--- src/rtl/core/exp_ts_pkg.sv ---
// ----------------------------------------------------------------------------
// exp_ts_pkg
// shared widths and the command bundle for the exponential series block
// ----------------------------------------------------------------------------
package exp_ts_pkg;

	// field widths of the stream words
	localparam int BASE_W = 4;
	localparam int DEG_W  = 6;
	localparam int OUT_W  = 42;

	// headroom bits above the fraction: largest term is below 2^(FRAC_BITS+19)
	// for a base of 15, and the full sum below 2^(FRAC_BITS+22)
	localparam int TERM_GROWTH = 19;
	localparam int SUM_GROWTH  = 23;

	// controller to datapath commands
	typedef struct packed {
		logic             load;      // take a new word, term and sum to 1.0
		logic             mul;       // term times base into the divider
		logic             div_step;  // one restoring division step
		logic             acc;       // quotient becomes term, added to sum
		logic             emit;      // saturated sum into the output register
		logic [DEG_W-1:0] k;         // divisor of the running term
	} cmd_t;

endpackage

--- src/rtl/core/exp_ts_ctrl.sv ---
// ----------------------------------------------------------------------------
// exp_ts_ctrl
// sequencer: steps the term index, times the divider and owns the handshakes
// ----------------------------------------------------------------------------
module exp_ts_ctrl #(
	parameter int FRAC_BITS = 20
) (
	input  logic                          clk,
	input  logic                          arst_n,
	input  logic                          s_tvalid,
	output logic                          s_tready,
	input  logic [exp_ts_pkg::DEG_W-1:0]  degree,
	output logic                          m_tvalid,
	input  logic                          m_tready,
	output exp_ts_pkg::cmd_t              cmd
);

	localparam int PROD_W = FRAC_BITS + exp_ts_pkg::TERM_GROWTH + exp_ts_pkg::BASE_W;
	localparam int CNT_W  = $clog2(PROD_W);

	typedef enum logic [2:0] {
		ST_IDLE,
		ST_MUL,
		ST_DIV,
		ST_ACC,
		ST_EMIT
	} state_t;

	state_t                         state_q;
	logic [exp_ts_pkg::DEG_W-1:0]   deg_q;
	logic [exp_ts_pkg::DEG_W-1:0]   k_q;
	logic [CNT_W-1:0]               cnt_q;
	logic                           m_valid_q;
	logic                           out_free;

	// output register can take a word when empty or being drained
	assign out_free = !m_valid_q || m_tready;

	// commands decoded from state
	always_comb begin
		cmd          = '0;
		cmd.load     = (state_q == ST_IDLE) && s_tvalid;
		cmd.mul      = (state_q == ST_MUL);
		cmd.div_step = (state_q == ST_DIV);
		cmd.acc      = (state_q == ST_ACC);
		cmd.emit     = (state_q == ST_EMIT) && out_free;
		cmd.k        = k_q;
	end

	assign s_tready = (state_q == ST_IDLE);
	assign m_tvalid = m_valid_q;

	// state, counters and output valid
	always_ff @(posedge clk or negedge arst_n) begin
		if (!arst_n) begin
			state_q   <= ST_IDLE;
			deg_q     <= '0;
			k_q       <= '0;
			cnt_q     <= '0;
			m_valid_q <= 1'b0;
		end else begin
			// output valid: set by the write-back, cleared when taken
			if (cmd.emit) begin
				m_valid_q <= 1'b1;
			end else if (m_valid_q && m_tready) begin
				m_valid_q <= 1'b0;
			end
			unique case (state_q)
				ST_IDLE: begin
					if (s_tvalid) begin
						deg_q   <= degree;
						k_q     <= exp_ts_pkg::DEG_W'(1);
						state_q <= (degree == '0) ? ST_EMIT : ST_MUL;
					end
				end
				ST_MUL: begin
					cnt_q   <= CNT_W'(PROD_W - 1);
					state_q <= ST_DIV;
				end
				ST_DIV: begin
					if (cnt_q == '0) begin
						state_q <= ST_ACC;
					end else begin
						cnt_q <= cnt_q - CNT_W'(1);
					end
				end
				ST_ACC: begin
					if (k_q == deg_q) begin
						state_q <= ST_EMIT;
					end else begin
						k_q     <= k_q + exp_ts_pkg::DEG_W'(1);
						state_q <= ST_MUL;
					end
				end
				ST_EMIT: begin
					if (out_free) begin
						state_q <= ST_IDLE;
					end
				end
				default: begin
					state_q <= ST_IDLE;
				end
			endcase
		end
	end

endmodule

--- src/rtl/core/exp_ts_dpath.sv ---
// ----------------------------------------------------------------------------
// exp_ts_dpath
// term register, multiplier, bit-serial divider and sum accumulator
// ----------------------------------------------------------------------------
module exp_ts_dpath #(
	parameter int FRAC_BITS = 20
) (
	input  logic                          clk,
	input  exp_ts_pkg::cmd_t              cmd,
	input  logic [exp_ts_pkg::BASE_W-1:0] base_value,
	output logic [exp_ts_pkg::OUT_W-1:0]  exp_result
);

	localparam int TERM_W = FRAC_BITS + exp_ts_pkg::TERM_GROWTH;
	localparam int PROD_W = TERM_W + exp_ts_pkg::BASE_W;
	localparam int SUM_W  = FRAC_BITS + exp_ts_pkg::SUM_GROWTH;
	localparam int K_W    = exp_ts_pkg::DEG_W;

	logic [exp_ts_pkg::BASE_W-1:0] base_q;
	logic [TERM_W-1:0]             term_q;
	logic [SUM_W-1:0]              sum_q;
	logic [PROD_W-1:0]             quo_q;
	logic [K_W-1:0]                rem_q;
	logic [exp_ts_pkg::OUT_W-1:0]  result_q;

	logic [PROD_W-1:0]             product;
	logic [K_W:0]                  trial;
	logic [K_W:0]                  trial_sub;
	logic                          fits;
	logic [TERM_W-1:0]             quotient;
	logic [exp_ts_pkg::OUT_W-1:0]  sum_sat;

	// term times base, narrow second operand
	assign product = PROD_W'(term_q) * PROD_W'(base_q);

	// restoring division step: bring down the next dividend bit
	assign trial     = {rem_q, quo_q[PROD_W-1]};
	assign trial_sub = trial - {1'b0, cmd.k};
	assign fits      = (trial >= {1'b0, cmd.k});
	assign quotient  = quo_q[TERM_W-1:0];

	// clamp the sum to the output field
	generate
		if (SUM_W > exp_ts_pkg::OUT_W) begin : g_sat
			assign sum_sat = (|sum_q[SUM_W-1:exp_ts_pkg::OUT_W]) ? '1
			                                                   : sum_q[exp_ts_pkg::OUT_W-1:0];
		end else begin : g_nosat
			assign sum_sat = exp_ts_pkg::OUT_W'(sum_q);
		end
	endgenerate

	// datapath registers, no reset needed
	always_ff @(posedge clk) begin
		if (cmd.load) begin
			base_q <= base_value;
			term_q <= TERM_W'(1) << FRAC_BITS;
			sum_q  <= SUM_W'(1) << FRAC_BITS;
		end
		if (cmd.mul) begin
			quo_q <= product;
			rem_q <= '0;
		end
		if (cmd.div_step) begin
			quo_q <= {quo_q[PROD_W-2:0], fits};
			rem_q <= fits ? trial_sub[K_W-1:0] : trial[K_W-1:0];
		end
		if (cmd.acc) begin
			term_q <= quotient;
			sum_q  <= sum_q + SUM_W'(quotient);
		end
		if (cmd.emit) begin
			result_q <= sum_sat;
		end
	end

	assign exp_result = result_q;

endmodule

--- src/rtl/core/exp_taylor_series.sv ---
// ----------------------------------------------------------------------------
// exp_taylor_series
// truncated Taylor sum of exp(x) for a small integer x, unsigned fixed point
// ----------------------------------------------------------------------------
//  channel  | dir | payload (lowest bit up)
//  s_axis   | in  | base_value[3:0], degree[9:4], zero fill to 16 bits
//  m_axis   | out | exp_result[41:0], zero fill to 48 bits
//
//  one word at a time: each term after term 0 takes a multiply step, a
//  divider pass by the term index at one quotient bit per cycle and an
//  accumulate step
//  reset clears the sequencer and output valid; no state across words
//  a new word is taken while a finished result waits in the output register
//  a stalled output holds the sequencer only at the write-back step
// ----------------------------------------------------------------------------
module exp_taylor_series #(
	parameter int FRAC_BITS = 20
) (
	input  logic        clk,
	input  logic        arst_n,
	input  logic        s_tvalid,
	output logic        s_tready,
	input  logic [15:0] s_tdata,   // base_value[3:0], degree[9:4]
	output logic        m_tvalid,
	input  logic        m_tready,
	output logic [47:0] m_tdata    // exp_result[41:0]
);

	localparam logic [exp_ts_pkg::OUT_W-1:0] ONE = exp_ts_pkg::OUT_W'(1) << FRAC_BITS;

	exp_ts_pkg::cmd_t               cmd;
	logic [exp_ts_pkg::OUT_W-1:0]   exp_result;

	// sequencer
	exp_ts_ctrl #(
		.FRAC_BITS (FRAC_BITS)
	) u_ctrl (
		.clk      (clk),
		.arst_n   (arst_n),
		.s_tvalid (s_tvalid),
		.s_tready (s_tready),
		.degree   (s_tdata[9:4]),
		.m_tvalid (m_tvalid),
		.m_tready (m_tready),
		.cmd      (cmd)
	);

	// arithmetic
	exp_ts_dpath #(
		.FRAC_BITS (FRAC_BITS)
	) u_dpath (
		.clk        (clk),
		.cmd        (cmd),
		.base_value (s_tdata[3:0]),
		.exp_result (exp_result)
	);

	assign m_tdata = {6'b0, exp_result};

	// at most one datapath command at a time
	a_cmd_onehot: assert property (@(posedge clk) disable iff (!arst_n)
		$onehot0({cmd.load, cmd.mul, cmd.div_step, cmd.acc, cmd.emit}))
		else $error("more than one datapath command");

	// a taken word closes the input until its result is written
	a_busy_after_accept: assert property (@(posedge clk) disable iff (!arst_n)
		s_tvalid && s_tready |=> !s_tready)
		else $error("input open while a word is in work");

	// every result holds at least term 0
	a_result_floor: assert property (@(posedge clk) disable iff (!arst_n)
		m_tvalid |-> exp_result >= ONE)
		else $error("result below 1.0");

endmodule

--- config.mk ---
export PLATFORM = sky130hd
export DESIGN_NAME = exp_taylor_series
export DESIGN_NICKNAME = d
export VERILOG_FILES = /design/src/rtl/core/exp_ts_pkg.sv /design/src/rtl/core/exp_ts_ctrl.sv /design/src/rtl/core/exp_ts_dpath.sv /design/src/rtl/core/exp_taylor_series.sv
export SDC_FILE = /design/constraint.sdc
export NUM_CORES = 1
export LEC_CHECK = 0
export BUFFER_PORTS_ARGS = -buffer_cell sky130_fd_sc_hd__buf_2
export CORE_MARGIN = 2
export CORE_UTILIZATION = 55
export CTS_CLUSTER_DIAMETER = 80
export CTS_CLUSTER_SIZE = 20
export DETAILED_ROUTE_END_ITERATION = 12
export PLACE_DENSITY = 0.84
export REMOVE_ABC_BUFFERS = 1
export SYNTH_ARGS = -nofsm -noshare
export SYNTH_HDL_FRONTEND = slang
export SYNTH_SLANG_ARGS = --single-unit
--- constraint.sdc ---
create_clock -name clk -period 9.87 [get_ports clk]
set_input_delay 0.4935 -clock clk [delete_from_list [all_inputs] [get_ports clk]]
set_output_delay 0.4935 -clock clk [all_outputs]
set_load 0.02 [all_outputs]
Word level (Yosys, flattened, before mapping)
Cells that the tools add are included.
- register bits: 199
- input bits: 20
- equality and inequality tests: 10
- reduce and logical (&&, ||, !) cells: 16
- muxes and demuxes: 22
- add/subtract/negate cells: 4
- $mul: 1
- order comparisons: 1
- operators by type and width (cell ; count):
    $mux W43 ; 4
    $mux W39 ; 2
    $add A43 B39 Y43 ; 1
    $mul A39 B4 Y43 ; 1
    $mux W6 ; 6
    $pmux W6 S2 ; 2
    $mux W3 ; 5
    $pmux W3 S5 ; 1
    $logic_not A6 Y1 ; 2
    $reduce_bool A2 Y1 ; 4
    $ge A7 B6 Y1 ; 1
    $add A6 B1 Y6 const B ; 1
    $eq A3 B2 Y1 const B ; 2
    $eq A6 B6 Y1 ; 1
    $ne A2 B2 Y1 const B ; 3
    $reduce_and A3 Y1 ; 2
    $sub A6 B1 Y6 const B ; 1
    $sub A6 B6 Y6 ; 1
    $ne A2 B1 Y1 const B ; 2
    $reduce_and A2 Y1 ; 2
    $eq A3 B1 Y1 const B ; 1
    $eq A3 B3 Y1 const B ; 1
    $logic_and A1 B1 Y1 ; 3
    $logic_not A3 Y1 ; 1
    3 further kinds ; 4

Depth between registers and ports, before layout
Gate-level depths: netlist of run 1.
- depth after elaboration: 4
- mapped depth: 18
- mapped depth without buffers: 15

Cells and area by module
A second synthesis of run 1 with hierarchy kept.
- cell total of the unflattened synthesis: 1650
- area total of the unflattened synthesis: 15843.9 sq um
- modules (own cells, without submodules) (module ; sequential area each (sq um) ; area each (sq um) ; cells each ; instances):
    exp_ts_dpath ; 5315.1 ; 14589.0 ; 1525 ; 1
    exp_ts_ctrl ; 550.5 ; 1206.2 ; 118 ; 1
    exp_taylor_series ; 0.0 ; 48.8 ; 7 ; 1

Worst setup path before layout of run 1
OpenSTA, ideal clock, no wires.
- path type: reg2reg
- from: register u_dpath.base_q[3] in the netlist's numbering
- to: register u_dpath.quo_q[40], data pin
- path slack: 5.661 ns
- buffers on the path: 1
- stages on the path, launching flop included: 17
- setup time: 0.263 ns
- required time: 9.607 ns
- arrival time: 3.946 ns
- cell sequence: edfxtp_1 -> clkbuf_1 -> and2_1 -> fa_1 -> inv_1 -> fa_1 -> inv_1 -> ha_1 -> a21o_1 -> a21o_1 -> a21o_1 -> a311o_1 -> a31oi_4 -> o31ai_2 -> o31a_1 -> a221oi_2 -> o21ai_1
- longest elaborated chain between the ends: 3
- RTL lines (element ; RTL line ; RTL):
    start: declaration ; exp_ts_dpath.sv:19 ; logic [exp_ts_pkg::BASE_W-1:0] base_q;
    start signal: assignment ; exp_ts_dpath.sv:55 ; base_q <= base_value;
    $mul A39 B4 Y43 ; exp_ts_dpath.sv:34 ; assign product = PROD_W'(term_q) * PROD_W'(base_q);
    $mux W43 ; exp_ts_dpath.sv:59 ; if (cmd.mul) begin
    $mux W43 ; exp_ts_dpath.sv:63 ; if (cmd.div_step) begin
    end signal: assignment ; exp_ts_dpath.sv:60 ; quo_q <= product;
    end signal: assignment ; exp_ts_dpath.sv:64 ; quo_q <= {quo_q[PROD_W-2:0], fits};
    end: declaration ; exp_ts_dpath.sv:22 ; logic [PROD_W-1:0] quo_q;
No other way between the ends. The select of a mux whose other input is x is not followed.
A chain may end at the register's enable or synchronous reset.

Final worst setup path of run 1
- from: register u_dpath.base_q[2] in the netlist's numbering
- to: register u_dpath.quo_q[41], data pin
Same word-level chain as after synthesis.

==> run_results.csv, run 1 <==
group,metric,value,unit
outcome,run_status,"complete, but fails checks",
outcome,violations,"negative hold slack",
final_layout,final_layout_size_suffix_gt1_share,10.4,%
floorplanning,chipHeight,171,um
final_layout,final_nets,1817,
clocking,ctsRootBufferMaster,"sky130_fd_sc_hd__clkbuf_16",
routing,post-route-drc-count,0,
global_routing,grt_pass1_vias,11400,
logic_synthesis,synth_cell_types,76,
sta,slew_headroom,19.2,%
sta,fin_skew,0.0133,ns
sta,finalSetupViolCount,0,
clocking,htree_num_levels,4,
logic_synthesis,synth_seq_cells,199,
final_layout,layout-area-overhead-vs-synth,7.29,%
critical_path,setup.reg_to_reg.worst_slack,5.09,ns
sta,final_hold_viol_count,8,
routing,first_pass_iters,5,
final_layout,postLayoutCellArea,16500,um^2
routing,ant_nets,0,
logic_synthesis,synth_enable_flop_cells,177,
final_layout,post_layout_nonfiller_instances,2017,
critical_path,highest_net_fanout_along_the_worst_path,39,
sta,max_frequency,209,MHz
critical_path,r2r-end,"u_dpath.quo_q[41]",
placed_design,postPlaceCellArea,15900,um^2
clocking,clk_pin_slew,0.07,ns
routing,wire_per_inst,16.9,um
floorplanning,floorplan.core_area,27600,um^2
sta,worstMarginPinSlew,1.21,ns
clocking,numClockSinks,199,
sta,rsz0062_at_grt,"no",
flow_run,maxCapViolations,0,
hold_path,hold_path.class,"input pin to async pin",
logic_synthesis,syn-instance-count,1608,
critical_path,worstRegToRegCells,15,
routing,wl,34200,um
routing,number_of_vias_after_detailed_routing,11500,
logic_synthesis,synth.avg_cell_area,9.56,um^2
critical_path,startpoint_of_the_worst_register_to_register_path,"u_dpath.base_q[2]",
critical_path,cp_num_buf_inv,2,
floorplanning,row_count,61,
critical_path,required,10.05,ns
global_routing,grt_pass1_wl,56500,um
critical_path,cp_launch_type,"register",
critical_path,worst_path_largest_cell_delay,0.61,ns
critical_path,worst-endpoint-arrival,4.97,ns
clocking,cts-resized-gates,0,
clocking,tritoncts,"built",
placed_design,post-dp-hpwl,24400,um
clocking,insertion_delay,0.46,ns
floorplanning,die_w,171,um
logic_synthesis,syn-cell-area,15400,um^2
final_layout,antenna_cells,0,
sta,setup_total_negative_slack,0,ns
global_routing,total_global_routing_track_utilization,24.4,%
sta,slew_violations,0,
placed_design,io_buffer_count,57,
clocking,clk_path_buf_depth,2,
critical_path,endpoint_kind,"register",
logic_synthesis,synth_sequential_area_ratio,38.1,%
final_layout,fillerInstances,2315,
logic_synthesis,postSynth.topFlopCell,"sky130_fd_sc_hd__edfxtp_1",
routing,drtIter0Drc,897,
clocking,cts_buffer_count,17,
global_routing,grt-ovfl-total,0,
clocking,cts_hold_repair.buffers,0,
sta,min_period,4.78,ns
critical_path,critical_path.slowest_cell,"sky130_fd_sc_hd__fa_1",
routing,drt-vias-per-instance,5.71,
clocking,cts_setup_buffers,0,
sta,finalCritPeriodShare,48.4,%
critical_path,critPathTopFamily,"compound AO/OA/AOI/OAI gates",
critical_path,setup.worst_path.class,"register to register",
logic_synthesis,synthesis.yosys.warnings,0,
floorplanning,die_area,29300,um^2
sta,worst_hold_slack,-0.00557,ns
floorplanning,top_level_ports,70,
logic_synthesis,async_flop_share,11.1,%
placed_design,numPlacedInstances,1985,
global_routing,grt_antenna_before_repair,0,
floorplanning,initial_core_util,55.7,%
critical_path,path_cells,"buf_4, nand2_1, fa_1, fa_1, inv_1, ha_1, a21o_1, nand4_1, a21oi_1, o2111ai_1, a31oi_1, a21oi_1, o21ai_0, xnor2_1, o21ai_0",
global_routing,grt_max_degree,69,
placed_design,finalWeightedCongestion,0.931,
[metal layers]
layer	track usage, %	wire, um
met3	3.68	2240
met1	33.2	14900
met2	39.9	16100
met5	0	0
met4	8.99	895
[cell type report]
| class | count | area (um^2) | area share [%] |
|---|---|---|---|
| repair buffers | 67 | 360 | 2.18 |
| flip-flops and latches | 199 | 5870 | 35.6 |
| clock buffers | 20 | 489 | 2.97 |
| well taps | 378 | 473 | 2.87 |
| multi-input cells | 1161 | 8530 | 51.7 |
| inverters | 180 | 676 | 4.10 |
| clock inverters | 12 | 106 | 0.645 |
[layout by cell type, fill, tap and decap left out, types with 16 or more instances in the layout]
cell type                   instances
sky130_fd_sc_hd__nand2_1          146
sky130_fd_sc_hd__nor2_1           119
sky130_fd_sc_hd__nor3_1            18
sky130_fd_sc_hd__and2_1           155
sky130_fd_sc_hd__a31oi_1           16
sky130_fd_sc_hd__a21o_1            43
sky130_fd_sc_hd__buf_2             57
sky130_fd_sc_hd__nand3_1           23
sky130_fd_sc_hd__a21oi_1          113
sky130_fd_sc_hd__xor2_1            43
sky130_fd_sc_hd__o21ai_0           50
sky130_fd_sc_hd__xnor2_1           38
sky130_fd_sc_hd__inv_1            180
sky130_fd_sc_hd__or2_2             42
sky130_fd_sc_hd__dfrtp_1           22
sky130_fd_sc_hd__nand4_1           21
sky130_fd_sc_hd__ha_1              95
sky130_fd_sc_hd__clkbuf_16         19
sky130_fd_sc_hd__fa_1              76
sky130_fd_sc_hd__edfxtp_1         177
[cells by family (layout without fill, tap and decap cells)]
| kind of cell | Yosys count | after routing | share of synthesized area (%) |
|---|---|---|---|
| adder cells (fa/ha/maj) | 171 | 171 | 17.6 |
| XOR/XNOR | 81 | 81 | 4.61 |
| other | 1 | 6 | 0.0244 |
| flip-flops | 199 | 199 | 38.1 |
| buffers and inverters | 253 | 279 | 6.64 |
| multiplexers | 2 | 2 | 0.130 |
| AND/OR/NAND/NOR | 585 | 585 | 19.4 |
| AO/OA/AOI/OAI | 316 | 316 | 13.4 |
[state kept, by name, summed over array words and instances (netlist names)]
name and count:
u_ctrl.cnt_q 6, u_ctrl.deg_q 6, u_ctrl.k_q 6, u_ctrl.m_tvalid 1, u_ctrl.state_q 3, u_dpath.base_q 4, u_dpath.exp_result 42, u_dpath.quo_q 43
u_dpath.rem_q 6, u_dpath.sum_q 43, u_dpath.term_q 39
[Yosys cell counts, drive strengths merged, types with 9 or more instances]
| master | number | share of area [%] |
|---|---|---|
| or2 | 42 | 1.7 |
| inv | 180 | 4.4 |
| and2 | 155 | 6.3 |
| xnor2 | 38 | 2.2 |
| edfxtp | 177 | 35 |
| ha | 95 | 7.7 |
| dfrtp | 22 | 3.6 |
| nand2 | 148 | 3.6 |
| nor3 | 19 | 0.65 |
| nand2b | 11 | 0.45 |
| a21o | 43 | 2.1 |
| o21bai | 9 | 0.44 |
| fa | 76 | 9.9 |
| o31ai | 10 | 0.55 |
| xor2 | 43 | 2.4 |
| a21oi | 116 | 3.8 |
| and3 | 11 | 0.46 |
| nand3 | 23 | 0.75 |
| nor2b | 10 | 0.41 |
| nor2 | 119 | 2.9 |
| o21a | 10 | 0.49 |
| a31oi | 18 | 0.87 |
| buf | 20 | 0.94 |
| nand4 | 21 | 0.85 |
| o21ai | 58 | 1.9 |
| clkbuf | 53 | 1.3 |
| a211oi | 13 | 0.70 |
[worst max path at each step]
stage	start	to	slack, ns	cells after the start
3_5_place_dp	u_dpath.base_q[3]	u_dpath.quo_q[41]	5.16	15
2_1_floorplan	u_dpath.base_q[3]	u_dpath.quo_q[40]	5.50	15
4_1_cts	u_dpath.base_q[3]	u_dpath.quo_q[41]	5.15	15
3_3_place_gp	u_dpath.base_q[3]	u_dpath.quo_q[41]	5.29	15
5_1_grt	u_dpath.base_q[3]	u_dpath.quo_q[41]	4.91	15
6_report	u_dpath.base_q[2]	u_dpath.quo_q[41]	5.09	15
[metrics by stage]
stage | worst slack (ns) | hold WS, ns | utilization (%)
6_report | 5.09 | -0.00557 | 59.7
5_1_grt | 4.91 | 0.0263 | 59.7
4_1_cts | 5.15 | 0.00131 | 59.7
3_5_place_dp | 5.16 | 0.482 | 57.6
3_3_place_gp | 5.29 | 0.477 | 57.6
2_1_floorplan | 5.50 | 0.198 | -
Power of run 1 is not shown: default switching activity piles up to over one toggle a cycle in this logic, so the estimate is an artifact.
==> run 2, diff against run 1 <==
- clock period: 9.87 -> 4.8 ns (I/O delays scaled with it)
==> run_results.csv, run 2 (same netlist as run 1, synthesis figures left out) <==
group,metric,value,unit
floorplanning,die_area,29300,um^2
sta,setup_total_negative_slack,0,ns
sta,finalSetupViolCount,0,
sta,max_frequency,217,MHz
routing,drtIter0Drc,894,
critical_path,worst-endpoint-arrival,4.78,ns
sta,final_hold_viol_count,0,
sta,finalCritPeriodShare,95.9,%
final_layout,layout.cells.most_common,"sky130_fd_sc_hd__inv_1",
global_routing,grt_pass1_vias,11700,
routing,ant_nets,0,
clocking,ctsRootBufferMaster,"sky130_fd_sc_hd__clkbuf_16",
hold_path,hold_path.class,"input pin to register",
placed_design,post-dp-hpwl,26000,um
routing,drt-vias-per-instance,5.77,
sta,worstMarginPinSlew,1.17,ns
sta,min_period,4.60,ns
routing,number_of_vias_after_detailed_routing,11800,
floorplanning,initial_core_util,55.7,%
global_routing,total_global_routing_track_utilization,25.2,%
critical_path,highest_net_fanout_along_the_worst_path,16,
critical_path,setup.worst_path.class,"register to register",
floorplanning,die_w,171,um
sta,slew_headroom,21.7,%
final_layout,layout-area-overhead-vs-synth,8.59,%
clocking,clk_path_buf_depth,2,
routing,post-route-drc-count,0,
critical_path,worst_path_largest_cell_delay,0.53,ns
final_layout,fillerInstances,2298,
routing,wire_per_inst,17.5,um
placed_design,finalWeightedCongestion,0.899,
floorplanning,chipHeight,171,um
critical_path,cp_num_buf_inv,5,
clocking,tritoncts,"built",
critical_path,critPathTopFamily,"adder cells",
placed_design,io_buffer_count,57,
global_routing,grt_antenna_before_repair,0,
global_routing,grt-ovfl-total,0,
final_layout,antenna_cells,0,
floorplanning,top_level_ports,70,
clocking,cts_buffer_count,17,
critical_path,critical_path.slowest_cell,"sky130_fd_sc_hd__fa_1",
global_routing,grt_max_degree,65,
clocking,numClockSinks,199,
clocking,clk_pin_slew,0.07,ns
critical_path,required,4.98,ns
final_layout,final_layout_size_suffix_gt1_share,10.8,%
routing,wl,35700,um
global_routing,grt_pass1_wl,58400,um
final_layout,postLayoutCellArea,16700,um^2
sta,slew_violations,0,
outcome,run_status,"complete, no violations",
critical_path,path_cells,"buf_4, buf_4, buf_4, and2_1, fa_1, inv_1, fa_1, inv_1, ha_1, a21o_1, a21oi_1, nor2b_1, a311oi_1, o21ai_0, o21ba_2, xor2_1, a21oi_1",
critical_path,endpoint_kind,"register",
critical_path,cp_launch_type,"register",
final_layout,final_nets,1839,
final_layout,final_cell_mix,"sky130_fd_sc_hd__inv_1 (180), sky130_fd_sc_hd__edfxtp_1 (177), sky130_fd_sc_hd__and2_1 (155)",
flow_run,maxCapViolations,0,
clocking,htree_num_levels,4,
critical_path,timing.critical_path.mode_cell,"sky130_fd_sc_hd__buf_4",
floorplanning,floorplan.core_area,27600,um^2
floorplanning,row_count,61,
clocking,insertion_delay,0.45,ns
sta,fin_skew,0.0160,ns
routing,first_pass_iters,5,
placed_design,postPlaceCellArea,16000,um^2
## run 2: final timing paths
path,cells past startpoint,slack [ns],to,from
setup reg to reg,17,0.20,u_dpath.quo_q[34],u_dpath.base_q[3]
setup / recovery,17,0.20,u_dpath.quo_q[34],u_dpath.base_q[3]
hold / removal,3,0.01,u_ctrl.deg_q[2],s_tdata[6]
hold reg to reg,2,0.51,u_ctrl.deg_q[0],u_ctrl.deg_q[0]
min in group asynchronous,2,0.27,u_ctrl.state_q[2],arst_n
max in group asynchronous,2,4.20,u_ctrl.k_q[4],arst_n
## run 2: cell type report
class | instances | area (um^2) | share of cell area [%]
Clock buffer | 25 | 518 | 3.10
Tap cell | 378 | 473 | 2.83
Clock inverter | 7 | 52.6 | 0.315
Sequential cell | 199 | 5870 | 35.1
Multi-Input combinational cell | 1161 | 8530 | 51.1
Timing Repair Buffer | 89 | 586 | 3.51
Inverter | 180 | 676 | 4.05
## run 2: timing repair
action                                  4_1_cts  5_1_grt
endpoints found under the setup margin        0       12
hold endpoints to repair                     30        0
hold buffers                                  9        0
resized for setup                             0        0
setup buffers                                 0        6
## run 2: stage by stage
stage | setup WS [ns] | hold WS [ns] | std cells | utilization [%]
after floorplan | 0.431 | -0.0556 | 1540 | -
after global placement | 0.221 | 0.219 | 1992 | 57.8
after detailed placement | 0.172 | 0.227 | 1992 | 57.8
after CTS | 0.0908 | 0.000514 | 2033 | 60.2
after global routing | -0.0238 | 0.00716 | 2039 | 60.4
final | 0.196 | 0.0110 | 2039 | 60.4
## run 2: tightest hold or removal path, stage by stage
cell	delay, ns
sky130_fd_sc_hd__buf_2	0.10
sky130_fd_sc_hd__nand2_1	0.05
sky130_fd_sc_hd__nand2_1	0.04
## run 2: per-layer routing
layer | wire length, um | global-route usage (%)
met1 | 15300 | 33.9
met5 | 0 | 0
met4 | 1180 | 9.95
met2 | 16700 | 41.2
met3 | 2560 | 3.82
Power of run 2 is left out for the same reason.
==> run 3, diff against run 2 <==
- CELL_PAD_IN_SITES_DETAIL_PLACEMENT: unset -> 1
- CELL_PAD_IN_SITES_GLOBAL_PLACEMENT: unset -> 1
- CORE_UTILIZATION: 55 -> 50
- PLACE_DENSITY: 0.84 -> 0.94
- SETUP_SLACK_MARGIN: unset -> 0.4
==> run_results.csv, run 3 (same netlist as run 1, synthesis figures left out) <==
group,metric,value,unit
critical_path,worst_path_largest_cell_delay,0.55,ns
sta,final_hold_viol_count,1,
critical_path,endpoint_kind,"register",
critical_path,highest_net_fanout_along_the_worst_path,6,
placed_design,finalWeightedCongestion,0.928,
sta,layout_setup_ws,-0.0251,ns
floorplanning,die_w,179,um
sta,worstMarginPinSlew,1.33,ns
sta,worst_hold_slack,-0.0260,ns
routing,number_of_vias_after_detailed_routing,14700,
routing,ant_nets,0,
floorplanning,chipHeight,179,um
routing,wl,68000,um
sta,slew_headroom,11.3,%
placed_design,post-dp-hpwl,32800,um
sta,max_frequency,207,MHz
final_layout,layout-area-overhead-vs-synth,17.1,%
sta,fin_skew,0.0225,ns
final_layout,final_cell_mix,"sky130_fd_sc_hd__edfxtp_1 (177), sky130_fd_sc_hd__inv_1 (166), sky130_fd_sc_hd__and2_1 (150)",
global_routing,grt_antenna_before_repair,6,
sta,finalCritPeriodShare,101,%
clocking,insertion_delay,0.51,ns
global_routing,grt-ovfl-total,0,
hold_path,hold-path-cell-count,3,
global_routing,grt_max_degree,68,
routing,drtIter0Drc,2189,
global_routing,total_global_routing_track_utilization,37.4,%
outcome,run_status,"complete, but fails checks",
clocking,numClockSinks,199,
clocking,clk_path_buf_depth,2,
final_layout,final_layout_size_suffix_gt1_share,19.8,%
sta,rsz0062_at_grt,"yes",
clocking,tritoncts,"built",
hold_path,hold_path.class,"input pin to register",
final_layout,layout.cells.most_common,"sky130_fd_sc_hd__edfxtp_1",
floorplanning,top_level_ports,70,
critical_path,critical_path.slowest_cell,"sky130_fd_sc_hd__a21oi_1",
critical_path,required,5.02,ns
critical_path,setup.worst_path.class,"register to register",
clocking,cts_buffer_count,17,
outcome,violations,"negative hold slack, negative setup slack",
flow_run,maxCapViolations,0,
placed_design,io_buffer_count,57,
global_routing,grt_pass1_vias,15000,
floorplanning,die_area,32200,um^2
routing,wire_per_inst,32.2,um
clocking,htree_num_levels,4,
sta,min_period,4.83,ns
floorplanning,floorplan.core_area,30400,um^2
clocking,ctsRootBufferMaster,"sky130_fd_sc_hd__clkbuf_16",
routing,first_pass_iters,6,
routing,drt-vias-per-instance,6.98,
critical_path,path_cells,"buf_12, buf_12, and2_1, fa_1, inv_1, fa_1, inv_1, ha_4, nand4_1, o31ai_2, a31oi_2, or3_4, nand3_4, nand2_4, xnor2_1, a21oi_1",
critical_path,cp_launch_type,"register",
critical_path,worstRegToRegCells,16,
floorplanning,row_count,64,
floorplanning,initial_core_util,50.5,%
global_routing,grt_pass1_wl,89600,um
clocking,clk_pin_slew,0.09,ns
sta,slew_violations,0,
routing,post-route-drc-count,0,
critical_path,worst-endpoint-arrival,5.04,ns
final_layout,final_nets,1891,
sta,finalSetupViolCount,1,
==> run 3: changes by cell type in the layout (fill, tap and decap cells not counted), moves of 5 or more <==
cell | before | now
sky130_fd_sc_hd__ha_2 | 0 | 5
sky130_fd_sc_hd__and2_1 | 155 | 150
sky130_fd_sc_hd__buf_6 | 0 | 7
sky130_fd_sc_hd__inv_2 | 0 | 14
sky130_fd_sc_hd__and2_4 | 0 | 5
sky130_fd_sc_hd__buf_4 | 20 | 60
sky130_fd_sc_hd__inv_1 | 180 | 166
sky130_fd_sc_hd__a21oi_2 | 3 | 19
sky130_fd_sc_hd__ha_4 | 0 | 24
sky130_fd_sc_hd__ha_1 | 95 | 66
sky130_fd_sc_hd__o21ai_0 | 50 | 39
sky130_fd_sc_hd__a21oi_1 | 113 | 94
==> run 3: what timing repair did <==
item / in CTS / in global routing
endpoints found under the setup margin: 26 / 25
gates resized for setup: 82 / 86
buffers inserted: 21 / 30
hold buffers: 10 / 0
endpoints found under the hold margin: 31 / 0
cloned: 1 / 1
pin swaps: 36 / 47
==> run 3: routing by layer <==
metal | global-route usage [%] | share of wire (%) | up-vias
li1 | - | - | 5619
met1 | 44.1 | 33 | 7100
met2 | 61.1 | 44 | 1441
met3 | 7.43 | 12 | 577
met4 | 27.2 | 10 | 4
met5 | 0 | 0.038 | -
==> run 3: final timing paths <==
check / endpoint / slack, ns / from
max in group asynchronous: u_ctrl.deg_q[2] / 4.14 / arst_n
worst min-delay path: u_ctrl.deg_q[0] / -0.03 / s_tdata[4]
min in group asynchronous: u_ctrl.k_q[3] / 0.27 / arst_n
worst min register to register: u_ctrl.deg_q[2] / 0.54 / u_ctrl.deg_q[2]
worst max register to register: u_dpath.quo_q[31] / -0.03 / u_dpath.base_q[2]
worst max-delay path: u_dpath.quo_q[31] / -0.03 / u_dpath.base_q[2]
==> run 3: area by class of cell <==
cell class / count / area [um^2]
repair buffers: 141 / 1070
inverters: 180 / 676
fillers: 3290 / 12400
flip-flops and latches: 199 / 5870
well taps: 396 / 495
clock inverters: 11 / 97.6
diodes: 3 / 7.51
multi-input cells: 1161 / 9280
clock buffers: 21 / 514
==> run 3: per-stage QoR <==
stage / instances / worst slack (ns) / utilization (%) / TNS, ns / instance area, um^2
after floorplan: 1540 / 0.431 / - / 0 / 15100
after global placement: 2014 / 0.117 / 52.6 / 0 / 16000
after detailed placement: 2014 / -0.161 / 52.6 / -0.597 / 16000
after CTS: 2078 / 0.399 / 57.0 / 0 / 17300
after global routing: 2109 / 0.0109 / 59.2 / 0 / 18000
final: 2112 / -0.0251 / 59.2 / -0.0251 / 18000
==> run 3: worst max-delay path: cells and delay by family (launching register included) <==
family / cells / cell delay [ns]
fa+ha+maj: 3 / 1.38
simple gates: 5 / 1.02
compound gates: 3 / 0.98
buf+inv: 4 / 0.51
flops: 1 / 0.48
xor+xnor: 1 / 0.16
Power of run 3 is left out for the same reason.
